===== src/rtl/bdc_pkg.sv =====
// ----------------------------------------------------------------------------
// bdc_pkg
// Shared types and constants for the de Casteljau subdivision block.
// ----------------------------------------------------------------------------
package bdc_pkg;

    // default sizing
    localparam int DEF_MAX_DEGREE = 15;
    localparam int DEF_COORD_BITS = 16;

    // fixed field widths
    localparam int DEGREE_BITS   = 4;
    localparam int T_BITS        = 17;
    localparam int FRAC_BITS     = 16;
    localparam int IDX_BITS      = 4;
    localparam int CFG_IDX_BITS  = 1;
    localparam int CFG_DATA_BITS = 17;

    // t == 1.0 in Q1.16
    localparam logic [T_BITS-1:0] T_ONE = T_BITS'(65536);

    // reset values of the configuration registers
    localparam logic [DEGREE_BITS-1:0] DEGREE_RESET  = DEGREE_BITS'(3);
    localparam logic [T_BITS-1:0]      SPLIT_T_RESET = T_BITS'(32768);

    // configuration register indexes
    localparam logic [CFG_IDX_BITS-1:0] REG_DEGREE  = 1'b0;
    localparam logic [CFG_IDX_BITS-1:0] REG_SPLIT_T = 1'b1;

    // controller states
    typedef enum logic [2:0] {
        ST_IDLE,
        ST_LEFT0,
        ST_FIRST,
        ST_ROUND,
        ST_GAP,
        ST_RIGHT
    } state_t;

    // what the datapath does with a word once it comes out of the store
    typedef enum logic [2:0] {
        RK_NONE,
        RK_LEFT0,
        RK_FIRST,
        RK_LERP,
        RK_RIGHT
    } rd_kind_t;

    // read command from controller to datapath
    typedef struct packed {
        rd_kind_t              kind;
        logic                  emit;
        logic [IDX_BITS-1:0]   idx;
        logic                  last;
    } rd_cmd_t;

endpackage


===== src/rtl/bdc_ctrl.sv =====
// ----------------------------------------------------------------------------
// bdc_ctrl
// Sequencer: counts loaded points, walks the de Casteljau triangle one read
// per cycle within a round, then sweeps the store out as the right polygon.
// ----------------------------------------------------------------------------
module bdc_ctrl #(
    parameter int MAX_DEGREE = bdc_pkg::DEF_MAX_DEGREE
) (
    clk,
    rst_n,
    start,
    n,
    busy,
    ld_we,
    ld_addr,
    rd_addr,
    rd_cmd
);
    localparam int NPTS   = MAX_DEGREE + 1;
    localparam int ADDR_W = $clog2(NPTS);
    localparam int CNT_W  = $clog2(NPTS + 1);

    input  logic                 clk;
    input  logic                 rst_n;
    input  logic                 start;
    input  logic [ADDR_W-1:0]    n;
    output logic                 busy;
    output logic                 ld_we;
    output logic [ADDR_W-1:0]    ld_addr;
    output logic [ADDR_W-1:0]    rd_addr;
    output bdc_pkg::rd_cmd_t     rd_cmd;

    bdc_pkg::state_t     state_reg, state_next;
    logic [CNT_W-1:0]    count_reg, count_next;
    logic [ADDR_W-1:0]   k_reg, k_next;
    logic [ADDR_W-1:0]   r_reg, r_next;
    logic                load_done;
    logic                round_end;

    // last point of the curve arrives with this beat
    assign load_done = (count_reg >= CNT_W'(n));
    // last read of the current round
    assign round_end = (k_reg == ADDR_W'(n - r_reg + 1'b1));

    // state and counters
    always_ff @(posedge clk or negedge rst_n)
    begin
        if (!rst_n)
        begin
            state_reg <= bdc_pkg::ST_IDLE;
            count_reg <= '0;
            k_reg     <= '0;
            r_reg     <= '0;
        end
        else
        begin
            state_reg <= state_next;
            count_reg <= count_next;
            k_reg     <= k_next;
            r_reg     <= r_next;
        end
    end

    // next state
    always_comb
    begin
        state_next = state_reg;
        case (state_reg)
            bdc_pkg::ST_IDLE:
            begin
                if (start && load_done)
                    state_next = bdc_pkg::ST_LEFT0;
            end
            bdc_pkg::ST_LEFT0:
            begin
                state_next = (n == '0) ? bdc_pkg::ST_RIGHT : bdc_pkg::ST_FIRST;
            end
            bdc_pkg::ST_FIRST:
            begin
                state_next = bdc_pkg::ST_ROUND;
            end
            bdc_pkg::ST_ROUND:
            begin
                if (round_end)
                    state_next = bdc_pkg::ST_GAP;
            end
            bdc_pkg::ST_GAP:
            begin
                state_next = (r_reg == n) ? bdc_pkg::ST_RIGHT : bdc_pkg::ST_FIRST;
            end
            bdc_pkg::ST_RIGHT:
            begin
                if (k_reg == n)
                    state_next = bdc_pkg::ST_IDLE;
            end
            default:
            begin
                state_next = bdc_pkg::ST_IDLE;
            end
        endcase
    end

    // counter updates
    always_comb
    begin
        count_next = count_reg;
        k_next     = k_reg;
        r_next     = r_reg;
        case (state_reg)
            bdc_pkg::ST_IDLE:
            begin
                if (start)
                    count_next = load_done ? '0 : CNT_W'(count_reg + 1'b1);
            end
            bdc_pkg::ST_LEFT0:
            begin
                k_next = '0;
                r_next = ADDR_W'(1);
            end
            bdc_pkg::ST_FIRST:
            begin
                k_next = ADDR_W'(1);
            end
            bdc_pkg::ST_ROUND:
            begin
                if (!round_end)
                    k_next = ADDR_W'(k_reg + 1'b1);
            end
            bdc_pkg::ST_GAP:
            begin
                k_next = '0;
                if (r_reg != n)
                    r_next = ADDR_W'(r_reg + 1'b1);
            end
            bdc_pkg::ST_RIGHT:
            begin
                k_next = ADDR_W'(k_reg + 1'b1);
            end
            default:
            begin
                k_next = '0;
            end
        endcase
    end

    // commands to the datapath
    always_comb
    begin
        busy        = (state_reg != bdc_pkg::ST_IDLE);
        ld_we       = 1'b0;
        ld_addr     = count_reg[ADDR_W-1:0];
        rd_addr     = '0;
        rd_cmd.kind = bdc_pkg::RK_NONE;
        rd_cmd.emit = 1'b0;
        rd_cmd.idx  = '0;
        rd_cmd.last = 1'b0;
        case (state_reg)
            bdc_pkg::ST_IDLE:
            begin
                ld_we = start;
            end
            bdc_pkg::ST_LEFT0:
            begin
                rd_cmd.kind = bdc_pkg::RK_LEFT0;
                rd_cmd.emit = 1'b1;
            end
            bdc_pkg::ST_FIRST:
            begin
                rd_cmd.kind = bdc_pkg::RK_FIRST;
            end
            bdc_pkg::ST_ROUND:
            begin
                // first lerp of round r is left point r
                rd_addr     = k_reg;
                rd_cmd.kind = bdc_pkg::RK_LERP;
                rd_cmd.emit = (k_reg == ADDR_W'(1));
                rd_cmd.idx  = bdc_pkg::IDX_BITS'(r_reg);
            end
            bdc_pkg::ST_GAP:
            begin
                rd_cmd.kind = bdc_pkg::RK_NONE;
            end
            bdc_pkg::ST_RIGHT:
            begin
                // store now holds the right polygon in place
                rd_addr     = k_reg;
                rd_cmd.kind = bdc_pkg::RK_RIGHT;
                rd_cmd.emit = 1'b1;
                rd_cmd.idx  = bdc_pkg::IDX_BITS'(k_reg);
                rd_cmd.last = (k_reg == n);
            end
            default:
            begin
                rd_cmd.kind = bdc_pkg::RK_NONE;
            end
        endcase
    end

endmodule


===== src/rtl/bdc_datapath.sv =====
// ----------------------------------------------------------------------------
// bdc_datapath
// Point store, one registered read per cycle, one lerp unit per coordinate
// and the registered result port.
// ----------------------------------------------------------------------------
module bdc_datapath #(
    parameter int MAX_DEGREE = bdc_pkg::DEF_MAX_DEGREE,
    parameter int COORD_BITS = bdc_pkg::DEF_COORD_BITS
) (
    clk,
    rst_n,
    ld_we,
    ld_addr,
    point_x,
    point_y,
    rd_addr,
    rd_cmd,
    t,
    out_valid,
    out_x,
    out_y,
    side,
    point_index,
    last
);
    localparam int NPTS   = MAX_DEGREE + 1;
    localparam int ADDR_W = $clog2(NPTS);
    localparam int CB     = COORD_BITS;
    localparam int PW     = CB + bdc_pkg::T_BITS + 2;
    localparam logic signed [PW-1:0] RND_C = PW'(1) << (bdc_pkg::FRAC_BITS - 1);

    input  logic                              clk;
    input  logic                              rst_n;
    input  logic                              ld_we;
    input  logic [ADDR_W-1:0]                 ld_addr;
    input  logic signed [CB-1:0]              point_x;
    input  logic signed [CB-1:0]              point_y;
    input  logic [ADDR_W-1:0]                 rd_addr;
    input  bdc_pkg::rd_cmd_t                  rd_cmd;
    input  logic [bdc_pkg::T_BITS-1:0]        t;
    output logic                              out_valid;
    output logic signed [CB-1:0]              out_x;
    output logic signed [CB-1:0]              out_y;
    output logic                              side;
    output logic [bdc_pkg::IDX_BITS-1:0]      point_index;
    output logic                              last;

    // (a*65536 + t*(b-a) + 32768) >> 16, floor shift
    function automatic logic signed [CB-1:0] lerp(
        input logic signed [CB-1:0]         a,
        input logic signed [CB-1:0]         b,
        input logic [bdc_pkg::T_BITS-1:0]   tv
    );
        logic signed [CB:0]                 diff;
        logic signed [bdc_pkg::T_BITS:0]    ts;
        logic signed [PW-1:0]               prod;
        logic signed [PW-1:0]               a_sh;
        logic signed [PW-1:0]               sum;
        diff = signed'({b[CB-1], b} - {a[CB-1], a});
        ts   = signed'({1'b0, tv});
        // full-width signed product of the difference and t
        prod = diff * ts;
        a_sh = PW'(a) <<< bdc_pkg::FRAC_BITS;
        sum  = a_sh + prod + RND_C;
        return sum[bdc_pkg::FRAC_BITS +: CB];
    endfunction

    logic [2*CB-1:0]         mem [NPTS];
    logic [2*CB-1:0]         rd_data_reg;
    bdc_pkg::rd_cmd_t        tag_reg;
    logic [ADDR_W-1:0]       tag_addr_reg;
    logic signed [CB-1:0]    a_x_reg, a_x_next;
    logic signed [CB-1:0]    a_y_reg, a_y_next;
    logic signed [CB-1:0]    b_x, b_y;
    logic signed [CB-1:0]    l_x, l_y;
    logic                    wr_en;
    logic [ADDR_W-1:0]       wr_addr;
    logic [2*CB-1:0]         wr_data;
    logic                    out_valid_reg;
    logic signed [CB-1:0]    out_x_reg, out_y_reg;
    logic                    side_reg, last_reg;
    logic [bdc_pkg::IDX_BITS-1:0] idx_reg;

    assign b_x = rd_data_reg[2*CB-1:CB];
    assign b_y = rd_data_reg[CB-1:0];
    assign l_x = lerp(a_x_reg, b_x, t);
    assign l_y = lerp(a_y_reg, b_y, t);

    // store write port: input beat or lerp result back into place
    always_comb
    begin
        wr_en   = 1'b0;
        wr_addr = ld_addr;
        wr_data = {point_x, point_y};
        if (ld_we)
        begin
            wr_en = 1'b1;
        end
        else if (tag_reg.kind == bdc_pkg::RK_LERP)
        begin
            wr_en   = 1'b1;
            wr_addr = ADDR_W'(tag_addr_reg - 1'b1);
            wr_data = {l_x, l_y};
        end
    end

    // point store
    always_ff @(posedge clk)
    begin
        if (wr_en)
            mem[wr_addr] <= wr_data;
        rd_data_reg <= mem[rd_addr];
    end

    // left operand holds the previous word of the sweep
    always_comb
    begin
        a_x_next = a_x_reg;
        a_y_next = a_y_reg;
        if (tag_reg.kind == bdc_pkg::RK_FIRST || tag_reg.kind == bdc_pkg::RK_LERP)
        begin
            a_x_next = b_x;
            a_y_next = b_y;
        end
    end

    always_ff @(posedge clk)
    begin
        a_x_reg      <= a_x_next;
        a_y_reg      <= a_y_next;
        tag_addr_reg <= rd_addr;
    end

    // command tag is registered alongside the store read data, so the two line up
    always_ff @(posedge clk or negedge rst_n)
    begin
        if (!rst_n)
        begin
            tag_reg.kind  <= bdc_pkg::RK_NONE;
            tag_reg.emit  <= 1'b0;
            tag_reg.idx   <= '0;
            tag_reg.last  <= 1'b0;
            out_valid_reg <= 1'b0;
        end
        else
        begin
            tag_reg       <= rd_cmd;
            out_valid_reg <= tag_reg.emit && (tag_reg.kind != bdc_pkg::RK_NONE);
        end
    end

    // result beat payload
    always_ff @(posedge clk)
    begin
        if (tag_reg.emit)
        begin
            out_x_reg <= (tag_reg.kind == bdc_pkg::RK_LERP) ? l_x : b_x;
            out_y_reg <= (tag_reg.kind == bdc_pkg::RK_LERP) ? l_y : b_y;
            side_reg  <= (tag_reg.kind == bdc_pkg::RK_RIGHT);
            idx_reg   <= tag_reg.idx;
            last_reg  <= tag_reg.last;
        end
    end

    assign out_valid   = out_valid_reg;
    assign out_x       = out_x_reg;
    assign out_y       = out_y_reg;
    assign side        = side_reg;
    assign point_index = idx_reg;
    assign last        = last_reg;

endmodule


===== src/rtl/bezier_decasteljau_subdivide.sv =====
// ----------------------------------------------------------------------------
// bezier_decasteljau_subdivide
// Splits a 2-D Bezier curve at t with the de Casteljau triangle.
// ----------------------------------------------------------------------------
// Usage:
//   Input: pulse start with point_x/point_y; a beat is taken when start is
//   high and busy is low. Points 0..degree are loaded, one per beat. The
//   beat that carries point n (n = degree, capped at MAX_DEGREE) starts the
//   split and raises busy.
//   Output: each result beat is on out_x/out_y/side/point_index/last for one
//   cycle with out_valid high. Left polygon 0..n comes first, then right
//   polygon 0..n; last marks right point n. There is no backpressure.
//   Datapath: one shared lerp unit per coordinate does one lerp per cycle
//   while a round of the triangle runs; the store has a single read port.
//   Each result goes from the registered store read, through the lerp where
//   one applies, into the registered result port.
//   Configuration: cfg_write with cfg_index/cfg_data; the user must see that
//   these are written only while idle, as the block does not enforce it.
//   Reset: degree 3, split_t 0.5, load count zero, no results pending.
// ----------------------------------------------------------------------------
module bezier_decasteljau_subdivide #(
    parameter int MAX_DEGREE = bdc_pkg::DEF_MAX_DEGREE,
    parameter int COORD_BITS = bdc_pkg::DEF_COORD_BITS
) (
    clk,
    rst_n,
    cfg_write,
    cfg_index,
    cfg_data,
    start,
    busy,
    point_x,
    point_y,
    out_valid,
    out_x,
    out_y,
    side,
    point_index,
    last
);
    localparam int NPTS   = MAX_DEGREE + 1;
    localparam int ADDR_W = $clog2(NPTS);

    input  logic                                   clk;
    input  logic                                   rst_n;
    input  logic                                   cfg_write;
    input  logic [bdc_pkg::CFG_IDX_BITS-1:0]       cfg_index;
    input  logic [bdc_pkg::CFG_DATA_BITS-1:0]      cfg_data;
    input  logic                                   start;
    output logic                                   busy;
    input  logic signed [COORD_BITS-1:0]           point_x;
    input  logic signed [COORD_BITS-1:0]           point_y;
    output logic                                   out_valid;
    output logic signed [COORD_BITS-1:0]           out_x;
    output logic signed [COORD_BITS-1:0]           out_y;
    output logic                                   side;
    output logic [bdc_pkg::IDX_BITS-1:0]           point_index;
    output logic                                   last;

    logic [bdc_pkg::DEGREE_BITS-1:0]  degree_reg;
    logic [bdc_pkg::T_BITS-1:0]       split_t_reg;
    logic [ADDR_W-1:0]                n_sat;
    logic [bdc_pkg::T_BITS-1:0]       t_sat;
    logic                             ld_we;
    logic [ADDR_W-1:0]                ld_addr;
    logic [ADDR_W-1:0]                rd_addr;
    bdc_pkg::rd_cmd_t                 rd_cmd;

    // configuration registers
    always_ff @(posedge clk or negedge rst_n)
    begin
        if (!rst_n)
        begin
            degree_reg  <= bdc_pkg::DEGREE_RESET;
            split_t_reg <= bdc_pkg::SPLIT_T_RESET;
        end
        else if (cfg_write)
        begin
            case (cfg_index)
                bdc_pkg::REG_DEGREE:
                    degree_reg <= cfg_data[bdc_pkg::DEGREE_BITS-1:0];
                bdc_pkg::REG_SPLIT_T:
                    split_t_reg <= cfg_data[bdc_pkg::T_BITS-1:0];
                default:
                    ;
            endcase
        end
    end

    // saturate degree and t
    assign n_sat = (degree_reg > MAX_DEGREE) ? ADDR_W'(MAX_DEGREE) : ADDR_W'(degree_reg);
    assign t_sat = (split_t_reg > bdc_pkg::T_ONE) ? bdc_pkg::T_ONE : split_t_reg;

    bdc_ctrl #(
        .MAX_DEGREE (MAX_DEGREE)
    ) u_ctrl (
        .clk     (clk),
        .rst_n   (rst_n),
        .start   (start),
        .n       (n_sat),
        .busy    (busy),
        .ld_we   (ld_we),
        .ld_addr (ld_addr),
        .rd_addr (rd_addr),
        .rd_cmd  (rd_cmd)
    );

    bdc_datapath #(
        .MAX_DEGREE (MAX_DEGREE),
        .COORD_BITS (COORD_BITS)
    ) u_datapath (
        .clk         (clk),
        .rst_n       (rst_n),
        .ld_we       (ld_we),
        .ld_addr     (ld_addr),
        .point_x     (point_x),
        .point_y     (point_y),
        .rd_addr     (rd_addr),
        .rd_cmd      (rd_cmd),
        .t           (t_sat),
        .out_valid   (out_valid),
        .out_x       (out_x),
        .out_y       (out_y),
        .side        (side),
        .point_index (point_index),
        .last        (last)
    );

endmodule

===== config.mk =====
export PLATFORM = sky130hd
export DESIGN_NAME = bezier_decasteljau_subdivide
export DESIGN_NICKNAME = d
export VERILOG_FILES = /design/src/rtl/bdc_pkg.sv /design/src/rtl/bdc_ctrl.sv /design/src/rtl/bdc_datapath.sv /design/src/rtl/bezier_decasteljau_subdivide.sv
export SDC_FILE = /design/constraint.sdc
export NUM_CORES = 2
export LEC_CHECK = 0
export BUFFER_PORTS_ARGS = -buffer_cell sky130_fd_sc_hd__buf_2
export CAP_MARGIN = 5
export CORE_MARGIN = 10
export CORE_UTILIZATION = 40
export CTS_CLUSTER_DIAMETER = 60
export DETAILED_ROUTE_END_ITERATION = 16
export PLACE_DENSITY = 0.63
export SLEW_MARGIN = 15
export SYNTH_ARGS = -nofsm -noshare
export SYNTH_HDL_FRONTEND = slang
export SYNTH_HIERARCHICAL = 1
export SYNTH_SLANG_ARGS = --single-unit

===== constraint.sdc =====
create_clock -name clk -period 8.2 [get_ports clk]
set_input_delay 0.82 -clock clk [delete_from_list [all_inputs] [get_ports clk]]
set_output_delay 0.82 -clock clk [all_outputs]
set_load 0.005 [all_outputs]

==> flow_metrics.py <==
metrics = {
    "global_route": {
        "grt_max_degree": 109,
        "grt_pass1_wl_microns": 173000,
        "grt_use_total": 0.169,
        "grtUsageMet3": 0.0182,
        "use_met1": 0.223,
        "antenna_found_initial": 2,
        "grt.busiest_layer": "met2",
        "overflow": 0,
        "grt_pass1_vias": 29700,
        "grt_use_met2": 0.296,
    },
    "floorplan": {
        "pin_count": 94,
        "fp.coreArea_sq_um": 115000,
        "die_x_microns": 360,
        "fp.dieH_microns": 360,
        "rows": 124,
        "initial_core_util": 0.404,
        "dieArea_sq_um": 130000,
    },
    "layout": {
        "num-nets-final": 4801,
        "nFillCells": 10100,
        "final_common_cell": "inv_1",
        "drive_gt1_frac": 0.214,
        "largest_reg_flops": 512,
        "area_delta_synth_final_pct": 15.9,
        "final_cell_mix": "inv_1, edfxtp_1, fa_1",
    },
    "routing": {
        "vias": 28100,
        "drc": 0,
        "viasPerCell": 5.07,
        "ant_nets": 0,
        "first_pass_iters": 5,
        "detail_route.wl_per_cell_microns": 19.8,
        "wl_microns": 110000,
        "drt_iter0_markers": 2147,
    },
    "yosys": {
        "async_flop_share": 0.0707,
        "ys_seq_area_frac": 0.418,
        "avgSynthCellArea_sq_um": 12.6,
        "synth_edf_count": 582,
        "yosysWarnings": 6,
        "yosys-top-cells-area": "edfxtp_1, fa_1, mux4_2",
        "synthDistinctLibCells": 84,
        "synth-seq-cells": 665,
        "syn-cell-area_sq_um": 46300,
        "yosysTopAreaCell": "edfxtp_1",
        "netlist_instances": 3685,
        "ys.flop_type": "edfxtp_1",
        "yosysTopAreaCellShare": 0.377,
        "syn-num-nets": 4497,
    },
    "status": {
        "status": "complete, no violations",
    },
    "worst_setup_path": {
        "path_common_cell": "fa_1",
        "crit_type": "register to register",
        "crit_slowest_cell": "or4_1",
        "crit_path_max_incr_delay_ns": 0.61,
        "cp.arrival_ns": 8.40,
        "startpoint_type": "register",
        "reg2regPathDepth": 31,
        "r2r-start": "u_datapath/a_x_reg[1]$_DFFE_PP_",
        "worst_r2r_endpoint": "u_datapath/mem[3][23]$_DFFE_PP_",
        "worstPathRequired_ns": 8.56,
        "worstSetupEndpointType": "register",
        "worstPathMaxFanout": 8,
        "reg2reg_slack_ns": 0.17,
        "crit_start": "u_datapath/a_x_reg[1]$_DFFE_PP_",
    },
    "placed_design": {
        "gp_congestion": 0.824,
        "port_buffers": 93,
        "dpl.hpwl_microns": 76600,
    },
    "sta": {
        "period_share": 0.980,
        "rsz0062_at_grt": "yes",
        "worst_pin_slew_ns": 1.09,
        "clock.fmax_ghz": 0.124,
        "slew_violations": 0,
        "finalCriticalPeriod_ns": 8.03,
        "setup_viol": 0,
        "finalClockSkew_ns": 0.0369,
        "final_hold_viol_count": 0,
        "whs_ns": 0.209,
        "slew_headroom": 0.267,
    },
    "clock_network": {
        "cts_tree": "yes",
        "cts_root_buf": "clkbuf_16",
        "clkTransAtPathRegs_ns": 0.06,
        "clk_latency_ns": 0.63,
        "cts_num_sinks": 665,
        "numCtsBuffers": 68,
        "htreeDepth": 3,
        "clk_path_buf_depth": 3,
        "holdBufCountCts": 0,
    },
    "worst_hold_path": {
        "hp-class": "input port to asynchronous set/reset pin",
    },
    "job": {
        "maxCapViolCount": 0,
    },
}
-- how the worst max path moves through the flow --
stage,slack [ns],end
after floorplan,0.005,u_datapath/mem[0][31]$_DFFE_PP_
after global placement,-0.13,u_datapath/mem[2][31]$_DFFE_PP_
after detailed placement,-0.30,u_datapath/mem[1][31]$_DFFE_PP_
after CTS,0.008,u_datapath/mem[14][14]$_DFFE_PP_
after global routing,-0.14,u_datapath/mem[2][10]$_DFFE_PP_
final,0.17,u_datapath/mem[3][23]$_DFFE_PP_
-- metal layers --
metal / share of wire / vias to the layer above
met5: 0 / -
met4: 0.021 / 0
li1: - / 12700
met3: 0.049 / 130
met2: 0.51 / 714
met1: 0.42 / 14600
-- kinds of logic (layout without fill, tap and decap cells) --
family | after synthesis | in the layout | synth area share
compound gates | 276 | 276 | 0.0389
flops | 665 | 665 | 0.418
fa+ha+maj | 758 | 758 | 0.283
buf+inv | 856 | 1214 | 0.0700
mux | 183 | 183 | 0.0834
other cells | 0 | 1 | 0
simple gates | 868 | 868 | 0.0904
xor+xnor | 79 | 79 | 0.0163
-- worst max-delay path: cells and delay by family (launching register included) --
family,cells,cell delay (ns)
buf+inv,8,0.77
simple gates,6,1.55
xor+xnor,1,0.33
compound gates,8,1.40
fa+ha+maj,8,3.39
flops,1,0.35
-- layout make-up --
type / count / area, sq um / share of cell area
inverter: 707 / 2650 / 0.0494
tap: 1512 / 1890 / 0.0352
clock inverter: 20 / 299 / 0.00557
sequential: 665 / 19400 / 0.361
clock buffer: 104 / 1910 / 0.0355
multi-input combinational: 2164 / 24600 / 0.458
timing repair buffer: 383 / 2980 / 0.0556
antenna: 1 / 2.50 / 0.0000466
-- metrics by stage --
stage,cell area [sq um],setup TNS (ns),utilization,std cells,worst slack (ns)
floorplan,46300,0,-,3685,0.00523
global placement,50400,-5.46,0.440,5393,-0.132
detailed placement,50400,-16.75,0.440,5393,-0.305
CTS,52700,0,0.460,5520,0.00821
global route,53700,-13.00,0.468,5555,-0.136
finish,53700,0,0.468,5556,0.166
-- synth_stat cells, types with 11 or more instances --
library cell and count:
xnor2_1 53, dfrtp_1 44, mux4_2 160, buf_1 11
nor2b_1 80, o21ai_0 63, or2_2 15, edfxtp_1 582
nand2b_1 16, inv_1 705, nor2_1 81, xor2_1 20
nand3_1 21, o21a_1 22, mux2_2 22, nor3_1 17
a21o_1 20, nand2_1 430, a21oi_1 58, clkbuf_1 128
dfxtp_1 36, o21ai_1 41, and2_1 165, fa_1 481
ha_1 277
-- what timing repair did --
action,in CTS,in global routing
endpoints found under the setup margin,159,433
buffers inserted,3,28
pin swaps,5,48
endpoints found under the hold margin,0,0
gates resized for setup,12,153
gates cloned,0,7
Power is left out: the tool's default activity adds up to more than one toggle a clock period on the data nets, which glitch-free logic cannot reach.
